### src/hw/rtl/b64u_pkg.sv
// Shared types and the character table for the base64url encoder.
// No dependencies.
package b64u_pkg;

  localparam int unsigned QDEPTH = 4;
  localparam int unsigned QAW    = $clog2(QDEPTH);
  localparam int unsigned QCW    = $clog2(QDEPTH + 1);

  typedef logic [1:0] phase_t;

  localparam phase_t PH_FIRST  = 2'd0;
  localparam phase_t PH_SECOND = 2'd1;
  localparam phase_t PH_THIRD  = 2'd2;

  typedef struct packed {
    logic [6:0] code;
    logic       last;
  } qent_t;

  // 6-bit sextet to URL-safe ASCII: A-Z a-z 0-9 - _
  function automatic logic [6:0] b64u_char(input logic [5:0] v);
    logic [6:0] v7;
    logic [6:0] ch;
    v7 = {1'b0, v};
    if (v < 6'd26) begin
      ch = 7'd65 + v7;
    end else if (v < 6'd52) begin
      ch = 7'd71 + v7;
    end else if (v < 6'd62) begin
      ch = v7 - 7'd4;
    end else if (v == 6'd62) begin
      ch = 7'd45;
    end else begin
      ch = 7'd95;
    end
    return ch;
  endfunction

endpackage

### src/hw/rtl/base64url_encoder.sv
// Streaming base64url encoder (no padding), top level.
// Depends on b64u_pkg.
//
// One byte per request in, one ASCII character per request out. A byte
// yields one character, or two when it closes a 3-byte group or ends the
// message. Characters go into a 4-entry output queue; a byte is taken
// whenever the queue has room for two, so bytes flow at up to one per cycle
// while the output keeps up. Over full groups the one-character-per-cycle
// output port sets the pace, as three bytes give four characters, and a
// one-byte message gives two characters.
// A byte's characters are registered into the queue at the edge where the byte is taken.
// in_stall is decoded from the queue count alone.
module base64url_encoder (
  input  logic       clk,
  input  logic       rst_n,
  input  logic       in_valid,
  output logic       in_stall,
  input  logic [7:0] in_data_byte,
  input  logic       in_last_byte,
  output logic       out_valid,
  input  logic       out_stall,
  output logic [6:0] out_char_code,
  output logic       out_last_char
);

  localparam int unsigned QAW = b64u_pkg::QAW;
  localparam int unsigned QCW = b64u_pkg::QCW;

  b64u_pkg::phase_t phase_r, phase_nxt;
  logic [3:0]       carry_r, carry_nxt;

  b64u_pkg::qent_t  q_r [b64u_pkg::QDEPTH];
  logic [QAW-1:0]   wp_r, wp_nxt, rp_r, rp_nxt;
  logic [QCW-1:0]   cnt_r, cnt_nxt;

  logic             push, pop, two;
  logic [5:0]       sx0, sx1;
  logic [QAW-1:0]   wp_p1;

  assign push      = in_valid & ~in_stall;
  assign pop       = out_valid & ~out_stall;
  assign in_stall  = (cnt_r > QCW'(b64u_pkg::QDEPTH - 2));
  assign out_valid = (cnt_r != '0);
  assign out_char_code = q_r[rp_r].code;
  assign out_last_char = q_r[rp_r].last;
  assign wp_p1     = wp_r + QAW'(1);

  always_comb begin
    sx0       = in_data_byte[7:2];
    sx1       = {in_data_byte[1:0], 4'b0000};
    two       = in_last_byte;
    phase_nxt = b64u_pkg::PH_SECOND;
    carry_nxt = {2'b00, in_data_byte[1:0]};
    case (phase_r)
      b64u_pkg::PH_SECOND: begin
        sx0       = {carry_r[1:0], in_data_byte[7:4]};
        sx1       = {in_data_byte[3:0], 2'b00};
        phase_nxt = b64u_pkg::PH_THIRD;
        carry_nxt = in_data_byte[3:0];
      end
      b64u_pkg::PH_THIRD: begin
        sx0       = {carry_r, in_data_byte[7:6]};
        sx1       = in_data_byte[5:0];
        two       = 1'b1;
        phase_nxt = b64u_pkg::PH_FIRST;
        carry_nxt = 4'd0;
      end
      default: begin
      end
    endcase
    if (in_last_byte) begin
      phase_nxt = b64u_pkg::PH_FIRST;
      carry_nxt = 4'd0;
    end
  end

  always_comb begin
    wp_nxt  = wp_r;
    rp_nxt  = rp_r;
    cnt_nxt = cnt_r;
    if (push) begin
      wp_nxt  = two ? wp_r + QAW'(2) : wp_p1;
      cnt_nxt = cnt_nxt + (two ? QCW'(2) : QCW'(1));
    end
    if (pop) begin
      rp_nxt  = rp_r + QAW'(1);
      cnt_nxt = cnt_nxt - QCW'(1);
    end
  end

  always_ff @(posedge clk) begin
    if (!rst_n) begin
      phase_r <= b64u_pkg::PH_FIRST;
      carry_r <= 4'd0;
      wp_r    <= '0;
      rp_r    <= '0;
      cnt_r   <= '0;
    end else begin
      if (push) begin
        phase_r <= phase_nxt;
        carry_r <= carry_nxt;
      end
      wp_r  <= wp_nxt;
      rp_r  <= rp_nxt;
      cnt_r <= cnt_nxt;
    end
  end

  // queue storage, no reset
  always_ff @(posedge clk) begin
    if (push) begin
      q_r[wp_r] <= '{code: b64u_pkg::b64u_char(sx0), last: 1'b0};
      if (two) begin
        q_r[wp_p1] <= '{code: b64u_pkg::b64u_char(sx1), last: in_last_byte};
      end
    end
  end

endmodule

### config.mk
export PLATFORM = sky130hd
export DESIGN_NAME = base64url_encoder
export DESIGN_NICKNAME = d
export VERILOG_FILES = /design/src/hw/rtl/b64u_pkg.sv /design/src/hw/rtl/base64url_encoder.sv
export SDC_FILE = /design/constraint.sdc
export NUM_CORES = 1
export LEC_CHECK = 0
export ABC_AREA = 0
export ABC_CLOCK_PERIOD_IN_PS = 4300
export BUFFER_PORTS_ARGS = -buffer_cell sky130_fd_sc_hd__buf_2
export CAP_MARGIN = 10
export CORE_ASPECT_RATIO = 1.4
export CORE_MARGIN = 2
export CORE_UTILIZATION = 45
export DETAILED_ROUTE_END_ITERATION = 10
export PLACE_DENSITY_LB_ADDON = 0.25
export SLEW_MARGIN = 20
export SYNTH_ARGS = -nofsm -noshare
export SYNTH_HDL_FRONTEND = slang
export SYNTH_SLANG_ARGS = --single-unit
### constraint.sdc
create_clock -name clk -period 4.3 [get_ports clk]
set_clock_uncertainty 0.15 [all_clocks]
set_input_delay 0.215 -clock clk [delete_from_list [all_inputs] [get_ports clk]]
set_output_delay 0.215 -clock clk [all_outputs]
set_load 0.02 [all_outputs]
# Yosys cells after proc, flatten, opt, wreduce, memory -nomap -nowiden
# Memories as Yosys holds them, arrays and structs flattened. A register that Yosys moved wholly into a read port is not among the register bits.
# Index checks and enable logic that the tools add are counted.
# word_totals
regBits	13
latchBits	0
mem_bits_rw	32
romBits	0
input_bits	13
out_inout_bits	10
elab_cells	62
memories	1
# classes
n_addsub	11
mul	0
div_mod_pow	0
order_cmp	7
n_eq_ne	4
shifts	0
n_mux	29
n_bitwise	4
n_reduce_logical	1
# memory_table
memory	depth	word_bits	rd	rd_ports_with_merged_regs	wr	line	source
q_r	4	8	1	1	2	base64url_encoder.sv:32	b64u_pkg::qent_t q_r [b64u_pkg::QDEPTH];
# ops
cell	n
$mux W7	11
$add A7 B6 Y7 const A	4
$lt A6 B6 Y1 const B	4
$pmux W6 S2	2
$sub A6 B3 Y7 const B	2
$eq A6 B6 Y1 const B	2
$lt A6 B5 Y1 const B	2
$mux W2	5
$pmux W4 S2	1
$mux W1	6
$mux W3	2
$add A2 B1 Y2 const B	2
$mux W4	1
$pmux W2 S2	1
$add A3 B2 Y3	1
$gt A3 B2 Y1 const B	1
$reduce_bool A3 Y1	1
$sub A3 B1 Y3 const B	1
$add A2 B2 Y2 const B	1
$and A1 B1 Y1	2
$eq A2 B1 Y1 const B	1
$eq A2 B2 Y1 const B	1
$not A1 Y1	2

# Logic depth before layout (Yosys ltp)
# Gate-level depths: netlist of the first run.
# depth
word_depth	9
ltp_mapped	14
depth_no_buf	12

# Worst setup path after synthesis of the first run
# Ideal clock, no wire load.
# synth_timing
path_kind	reg2reg
startpoint	reg phase_r[0]
endpoint	mem q_r[0][6] in the netlist's numbering (data pin)
setup_ns	0.152
t_arrival_ns	2.826
t_required_ns	3.998
slack_ns	1.172
stages_incl_launch_ff	14
path_buffers	3
period_less_slack_ns	3.128
path_cell_list	dfxtp_1 inv_1 ha_1 buf_6 buf_6 buf_2 nor2_1 ha_1 a31oi_1 o32ai_2 a21oi_1 nor4_2 nand2_1 o21ai_0
# synth_rtl
element	line	source
from (decl)	base64url_encoder.sv:29	b64u_pkg::phase_t phase_r, phase_nxt;
from (signal assigned)	base64url_encoder.sv:93	phase_r <= b64u_pkg::PH_FIRST;
from (signal assigned)	base64url_encoder.sv:100	phase_r <= phase_nxt;
to (decl)	base64url_encoder.sv:32	

==> run_results.csv, run 1 <==
group,metric,value,unit
cells_and_area,drive_gt1_share,19.1,%
yosys,syn_area,0.00353,mm^2
yosys,yosysSeqAreaShare,35.7,%
clocking,cts_sinks,47,
yosys,synthCells,351,
global_routing,antenna_found_initial,0,
placed_design,gp_congestion,0.866,
die,rows,38,
die,fp.dieW,78.9,um
critical_path,cp_top_family,"simple AND/OR/NAND/NOR gates",
detailed_routing,drt_first_pass_iters,4,
timing,slew_headroom,50.1,%
critical_path,crit_required,4.30,ns
detailed_routing,route.detailed.drc,0,
placed_design,dpl.hpwl,6.17,mm
global_routing,grt_pass1_wl,12.6,mm
die,placeableCoreArea,0.00770,mm^2
critical_path,cpPeakStageDelay,0.53,ns
detailed_routing,routed_via_density,5.81,
job,maxCapViolCount,0,
timing,hold_violations,0,
critical_path,crit_type,"reg -> reg",
placed_design,placed_cell_area,0.00368,mm^2
critical_path,cp_common_cell,"ha_1",
yosys,synth.avg_cell_area,10.1,um^2
yosys,synth_area_leaders,"edfxtp_1 (27%), dfxtp_1 (8.5%), mux2i_1 (6.5%)",
critical_path,path_buf_inv,1,
clocking,ctsResizeCount,0,
clocking,post_cts_buffers,0,
global_routing,track_usage,19.2,%
global_routing,grt_overflow_total,0,
yosys,synth_top_area_share,27.2,%
cells_and_area,area_growth,7.94,%
power,p_leak,1.56,nW
critical_path,crit_chain,"inv_1 > ha_1 > nor2_1 > ha_1 > a31oi_1 > o32ai_2 > a21oi_1 > nor4_2 > nand2_1 > o21ai_0",
clocking,cts_tree,"built",
clocking,cts_max_level,2,
die,initial_core_util,45.8,%
yosys,yosysTopAreaCell,"edfxtp_1",
timing,holdWs,0.0734,ns
timing,rsz0062_at_grt,"no",
yosys,synthDistinctLibCells,71,
critical_path,end_kind,"register",
cells_and_area,design_area,0.00381,mm^2
clocking,root_buffer,"clkbuf_8",
cells_and_area,antenna_cells,0,
timing,finalSetupViolations,0,
status,status,"completed",
cells_and_area,fin_nets,395,
die,ios,23,
timing,fin_setup_tns,0,ns
global_routing,grt_pass1_vias,2535,
timing,min_period,3.42,ns
clocking,clockBufferDepth,2,
clocking,clk_pin_slew,0.08,ns
critical_path,critPathMaxFanout,12,
detailed_routing,wirelength,7.81,mm
critical_path,crit_path_top_delay_cell,"o32ai_2",
detailed_routing,vias,2708,
hold_path,hold_path.class,"in -> reg",
placed_design,numPortBuffers,22,
global_routing,grt_max_degree,24,
timing,max_clock_freq,292,MHz
die,die_h,109,um
yosys,synth_seq_cells,47,
yosys,ys.flop_type,"edfxtp_1",
detailed_routing,wire_per_inst,16.8,um
yosys,syn-num-nets,381,
clocking,hold_buffers,0,
yosys,synth_edf_count,32,
yosys,async_flop_share,0,%
timing,worst_slew_pin_slew,0.729,ns
die,die_area,0.00858,mm^2
timing,slew_violations,0,
clocking,cts_made_buffers,5,
critical_path,start_kind,"register",
yosys,yosysWarnings,0,
clocking,insertion_delay,0.31,ns
critical_path,crit_arrival,3.42,ns
timing,final.period_utilization,79.6,%
detailed_routing,initialDrtViolationCount,155,
detailed_routing,ant_nets,0,
power,powerDensity,486,mW/mm^2
power,ir_drop,0.226,mV
per-layer routing:
| layer | GRT usage, % | up-vias | wire [um] |
|---|---|---|---|
| met5 | 0 | - | 0 |
| met4 | 5.79 | 0 | 117 |
| met3 | 3.15 | 10 | 248 |
| met2 | 37.0 | 52 | 4270 |
| met1 | 21.3 | 1293 | 3180 |
| li1 | - | 1353 | - |
logic make-up after synthesis:
group | share of synthesized area [%]
simple gates | 19.4
compound gates | 19.8
flops | 35.7
buf+inv | 4.82
mux | 12.1
fa+ha+maj | 6.24
xor+xnor | 1.98
cells in the final DEF (no fill, tap or decap), types with 7 or more instances in the layout:
cell type,instances
and2_1,7
mux2i_1,23
o21ai_0,17
nand3_1,10
dfxtp_1,15
mux4_2,8
a21oi_1,13
nor3_1,14
ha_1,16
nand2_1,33
and3_1,10
inv_1,16
nor2_1,19
a21boi_0,7
edfxtp_1,32
buf_2,22
stage by stage:
step | utilization [%] | setup WS [ns] | cells | power, W
6_report | 49.5 | 0.878 | 466 | 0.00185
5_1_grt | 49.5 | 0.432 | 466 | 0.00197
4_1_cts | 49.5 | 0.874 | 466 | 0.00186
3_3_place_gp | 47.7 | 1.06 | 458 | 0.00146
3_5_place_dp | 47.7 | 0.915 | 458 | 0.00148
2_1_floorplan | - | 1.17 | 351 | 0.00130
registers in the layout, indices dropped and copies added, names as in the netlist, named ones only:
register / flops
carry_r: 4
cnt_r: 3
phase_r: 2
q_r: 32
rp_r: 2
wp_r: 2
worst min-delay path, cell delays in order:
cell	delay (ns)
buf_2	0.13
nand3_1	0.07
a21boi_0	0.08
cell type report:
| cell class | instances | area (um^2) |
|---|---|---|
| Fill cell | 749 | 3890 |
| Multi-Input combinational cell | 270 | 2100 |
| Sequential cell | 47 | 1260 |
| Timing Repair Buffer | 25 | 133 |
| Tap cell | 100 | 125 |
| Clock buffer | 6 | 72.6 |
| Clock inverter | 2 | 60.1 |
| Inverter | 16 | 60.1 |
synthesized netlist by cell type, types with 2 or more instances:
master     instances
a2111oi_2          2
a211oi_1           3
a21boi_0           7
a21oi_1           13
a221o_1            3
a221oi_1           3
a221oi_2           3
a22o_1             3
a22oi_1            5
a31oi_1            5
and2_1             7
and3_1            10
buf_2              2
buf_4              2
buf_6              4
clkbuf_1           7
clkbuf_2           2
dfxtp_1           15
edfxtp_1          32
ha_1              16
inv_1             16
mux2i_1           23
mux4_2             8
nand2_1           33
nand2_2            5
nand2b_1           2
nand3_1           10
nand3b_1           2
nand4_1            2
nor2_1            19
nor2b_1            4
nor2b_4            2
nor3_1            14
nor3b_1            2
nor4_1             2
o21a_1             2
o21ai_0           17
o22ai_1            2
or2_2              4
xnor2_1            4
xor2_1             4
power by group:
group	leakage, nW	switching, W	internal, W	total (W)
sequential	0.416	0.0000551	0.000604	0.000659
clock	0.0654	0.000154	0.000232	0.000386
combinational	1.08	0.000477	0.000327	0.000805
total	1.56	0.000686	0.00116	0.00185
path summary, 6_finish.rpt:
| path | slack (ns) | end | depth (start not counted) | start |
|---|---|---|---|---|
| worst min-delay path | 0.07 | carry_r[3] | 3 | in_data_byte[3] |
| worst max-delay path | 0.88 | q_r[3][6] | 10 | phase_r[0] |
| worst max register to register | 0.88 | q_r[3][6] | 10 | phase_r[0] |
| worst min register to register | 0.34 | phase_r[1] | 2 | phase_r[1] |
(Power assumes the default switching activity.)
==> run 2: changes to the inputs <==
--- a/config.mk
+++ b/config.mk
@@ -5,8 +5,8 @@
 export SDC_FILE = /design/constraint.sdc
 export NUM_CORES = 1
 export LEC_CHECK = 0
-export ABC_AREA = 0
-export ABC_CLOCK_PERIOD_IN_PS = 4300
+export ABC_AREA = 1
+export ABC_CLOCK_PERIOD_IN_PS = 2900
 export BUFFER_PORTS_ARGS = -buffer_cell sky130_fd_sc_hd__buf_2
 export CAP_MARGIN = 10
 export CORE_ASPECT_RATIO = 1.4
==> constraint.sdc (replaced) <==
create_clock -name clk -period 2.9 [get_ports clk]
set_clock_uncertainty 0.15 [all_clocks]
set_input_delay 0.145 -clock clk [delete_from_list [all_inputs] [get_ports clk]]
set_output_delay 0.145 -clock clk [all_outputs]
set_load 0.02 [all_outputs]
==> run 2 against run 1 <==
Count of clock-buffer cells in the layout did not move. Clock power increased by 19%. Via count up 12%. Largest cell class unchanged. Cell count grew 29%. Sequential share of layout area rose by 0.26 points. Global-route usage up 1.2 points. Flip-flop and latch count is the same. Highest routed layer unchanged. Combinational power rose to 2.6 times the previous value.
==> run_results.csv, run 2 <==
group,metric,value,unit
power,p_clk_share,12.5,%
timing,finalSetupViolations,0,
power,p_sw,0.00176,W
cells_and_area,fin_nets,532,
cells_and_area,antenna_cells,0,
die,rows,37,
global_routing,antenna_found_initial,0,
die,ios,23,
yosys,ys.flop_type,"edfxtp_1",
timing,fin_ws,0.224,ns
yosys,synth_top_area_share,28.1,%
timing,holdWs,0.00854,ns
critical_path,cp_top_family,"simple AND/OR/NAND/NOR gates",
power,power,0.00367,W
timing,slew_violations,0,
yosys,syn-num-nets,501,
yosys,async_flop_share,0,%
critical_path,crit_arrival,2.60,ns
placed_design,placed_cell_area,0.00366,mm^2
clocking,post_cts_buffers,0,
timing,rsz0062_at_grt,"no",
yosys,synth_area_leaders,"edfxtp_1 (28%), nand2_1 (18%), dfxtp_1 (8.8%)",
cells_and_area,largest_register_ffs,32,
timing,hold_violations,0,
power,powerDensity,972,mW/mm^2
critical_path,cpPeakStageDelay,0.35,ns
placed_design,gp_congestion,0.961,
cells_and_area,final_cell_mix,"nand2_1 (166), nand3_1 (34), edfxtp_1 (32)",
detailed_routing,wire_per_inst,13.6,um
power,power.share.sequential,30.5,%
global_routing,grt_pass1_wl,13.6,mm
cells_and_area,top_register,"q_r",
clocking,insertion_delay,0.31,ns
detailed_routing,route.detailed.drc,0,
global_routing,grt_pass1_vias,2918,
yosys,yosysMostFrequentCell,"nand2_1",
yosys,synth.avg_cell_area,7.26,um^2
clocking,cts_sinks,47,
detailed_routing,vias,3031,
critical_path,end_kind,"register",
job,maxCapViolCount,0,
timing,fin_setup_tns,0,ns
yosys,syn_area,0.00342,mm^2
die,die_h,107,um
critical_path,crit_chain,"inv_1 > ha_1 > inv_2 > nand2_2 > inv_1 > ha_1 > inv_1 > o21ai_1 > nand2_1 > nand2_2 > inv_2 > a21oi_1 > nand2_1 > nand3_1 > nand2_1",
clocking,cts_max_level,2,
timing,final.period_utilization,92.3,%
cells_and_area,drive_gt1_share,18.7,%
die,initial_core_util,46.5,%
clocking,clockBufferDepth,2,
die,fp.dieW,77.7,um
power,ir_drop,0.431,mV
placed_design,numPortBuffers,22,
detailed_routing,wirelength,8.13,mm
yosys,synthDistinctLibCells,37,
timing,slew_headroom,62.7,%
detailed_routing,ant_nets,0,
timing,worst_slew_pin_slew,0.560,ns
power,p_leak,1.72,nW
hold_path,hold_path.class,"in -> reg",
critical_path,critPathMaxFanout,12,
yosys,synth_seq_cells,47,
power,p_comb_share,57.0,%
cells_and_area,mostFrequentLayoutCell,"nand2_1",
yosys,yosysSeqAreaShare,36.9,%
timing,max_clock_freq,374,MHz
die,placeableCoreArea,0.00736,mm^2
cells_and_area,top_regs,"q_r: 32 flops, carry_r: 4 flops, cnt_r: 3 flops",
critical_path,start_kind,"register",
global_routing,grt_max_degree,18,
clocking,cts_tree,"built",
yosys,yosysWarnings,0,
detailed_routing,initialDrtViolationCount,241,
critical_path,crit_required,2.83,ns
timing,min_period,2.68,ns
status,status,"completed",
power,swShare,47.8,%
global_routing,grt_overflow_total,0,
placed_design,dpl.hpwl,6.55,mm
detailed_routing,drt_first_pass_iters,4,
yosys,synth_top_cells_by_count,"nand2_1 (166), nand3_1 (34), edfxtp_1 (32), inv_1 (31)",
clocking,clk_pin_slew,0.09,ns
clocking,cts_made_buffers,5,
critical_path,crit_path_top_delay_cell,"dfxtp_1",
critical_path,reg2reg_slack,0.22,ns
yosys,synthCells,471,
global_routing,track_usage,20.3,%
critical_path,crit_type,"reg -> reg",
detailed_routing,routed_via_density,5.05,
cells_and_area,design_area,0.00378,mm^2
die,die_area,0.00832,mm^2
yosys,synth_edf_count,32,
clocking,root_buffer,"clkbuf_8",
cells_and_area,area_growth,10.5,%
critical_path,path_buf_inv,5,
power,p_int,0.00192,W
yosys,yosysTopAreaCell,"edfxtp_1",
placed_design,post-place-ws,0.250,ns
run 2: path summary, 6_finish.rpt:
path,from,endpoint,cells past startpoint
setup / recovery,phase_r[0],q_r[0][2],15
hold / removal,in_last_byte,carry_r[3],4
setup reg to reg,phase_r[0],q_r[0][2],15
hold reg to reg,rp_r[1],rp_r[1],2
run 2: logic make-up after synthesis:
family                   count (synthesis)  synth area share [%]
AND/OR/NAND/NOR                        279                  37.1
AO/OA/AOI/OAI                           71                  11.6
buffers and inverters                   52                  6.77
flip-flops                              47                  36.9
adder cells (fa/ha/maj)                 17                  6.44
XOR/XNOR                                 4                  1.02
multiplexers                             1                 0.293
run 2: worst min-delay path, stage by stage:
cell and delay [ns]:
buf_2 0.12, nor3_1 0.06, nand2_1 0.05, a21oi_1 0.05
run 2: repair_timing:
item	in CTS	in global routing
gates resized for setup	0	0
hold buffers	1	0
endpoints found under the hold margin	5	0
run 2: power groups by stage:
stage / clock network, W / logic (W) / registers, W
5_1_grt: 0.000490 / 0.00238 / 0.00114
6_report: 0.000458 / 0.00210 / 0.00112
3_3_place_gp: 0 / 0.00205 / 0.00113
4_1_cts: 0.000467 / 0.00210 / 0.00112
3_5_place_dp: 0 / 0.00209 / 0.00114
2_1_floorplan: 0 / 0.00164 / 0.00110
run 2: layout make-up:
cell class / instances / area (um^2)
clock buffer: 6 / 93.8
clock inverter: 2 / 16.3
fill: 730 / 3580
inverter: 43 / 164
multi-input combinational: 372 / 1930
sequential: 47 / 1260
tap: 97 / 121
timing repair buffer: 33 / 195
run 2: stage by stage:
stage	utilization, %	std cells
6_report	51.4	600
5_1_grt	51.4	600
4_1_cts	51.4	600
3_5_place_dp	49.7	591
3_3_place_gp	49.7	591
2_1_floorplan	-	471
run 2: routing by layer:
metal	up-vias	track usage (%)	wire, um
met4	0	6.38	124
met5	-	0	0
met3	12	2.27	264
li1	1612	-	-
met1	1342	23.0	3430
met2	65	39.1	4320
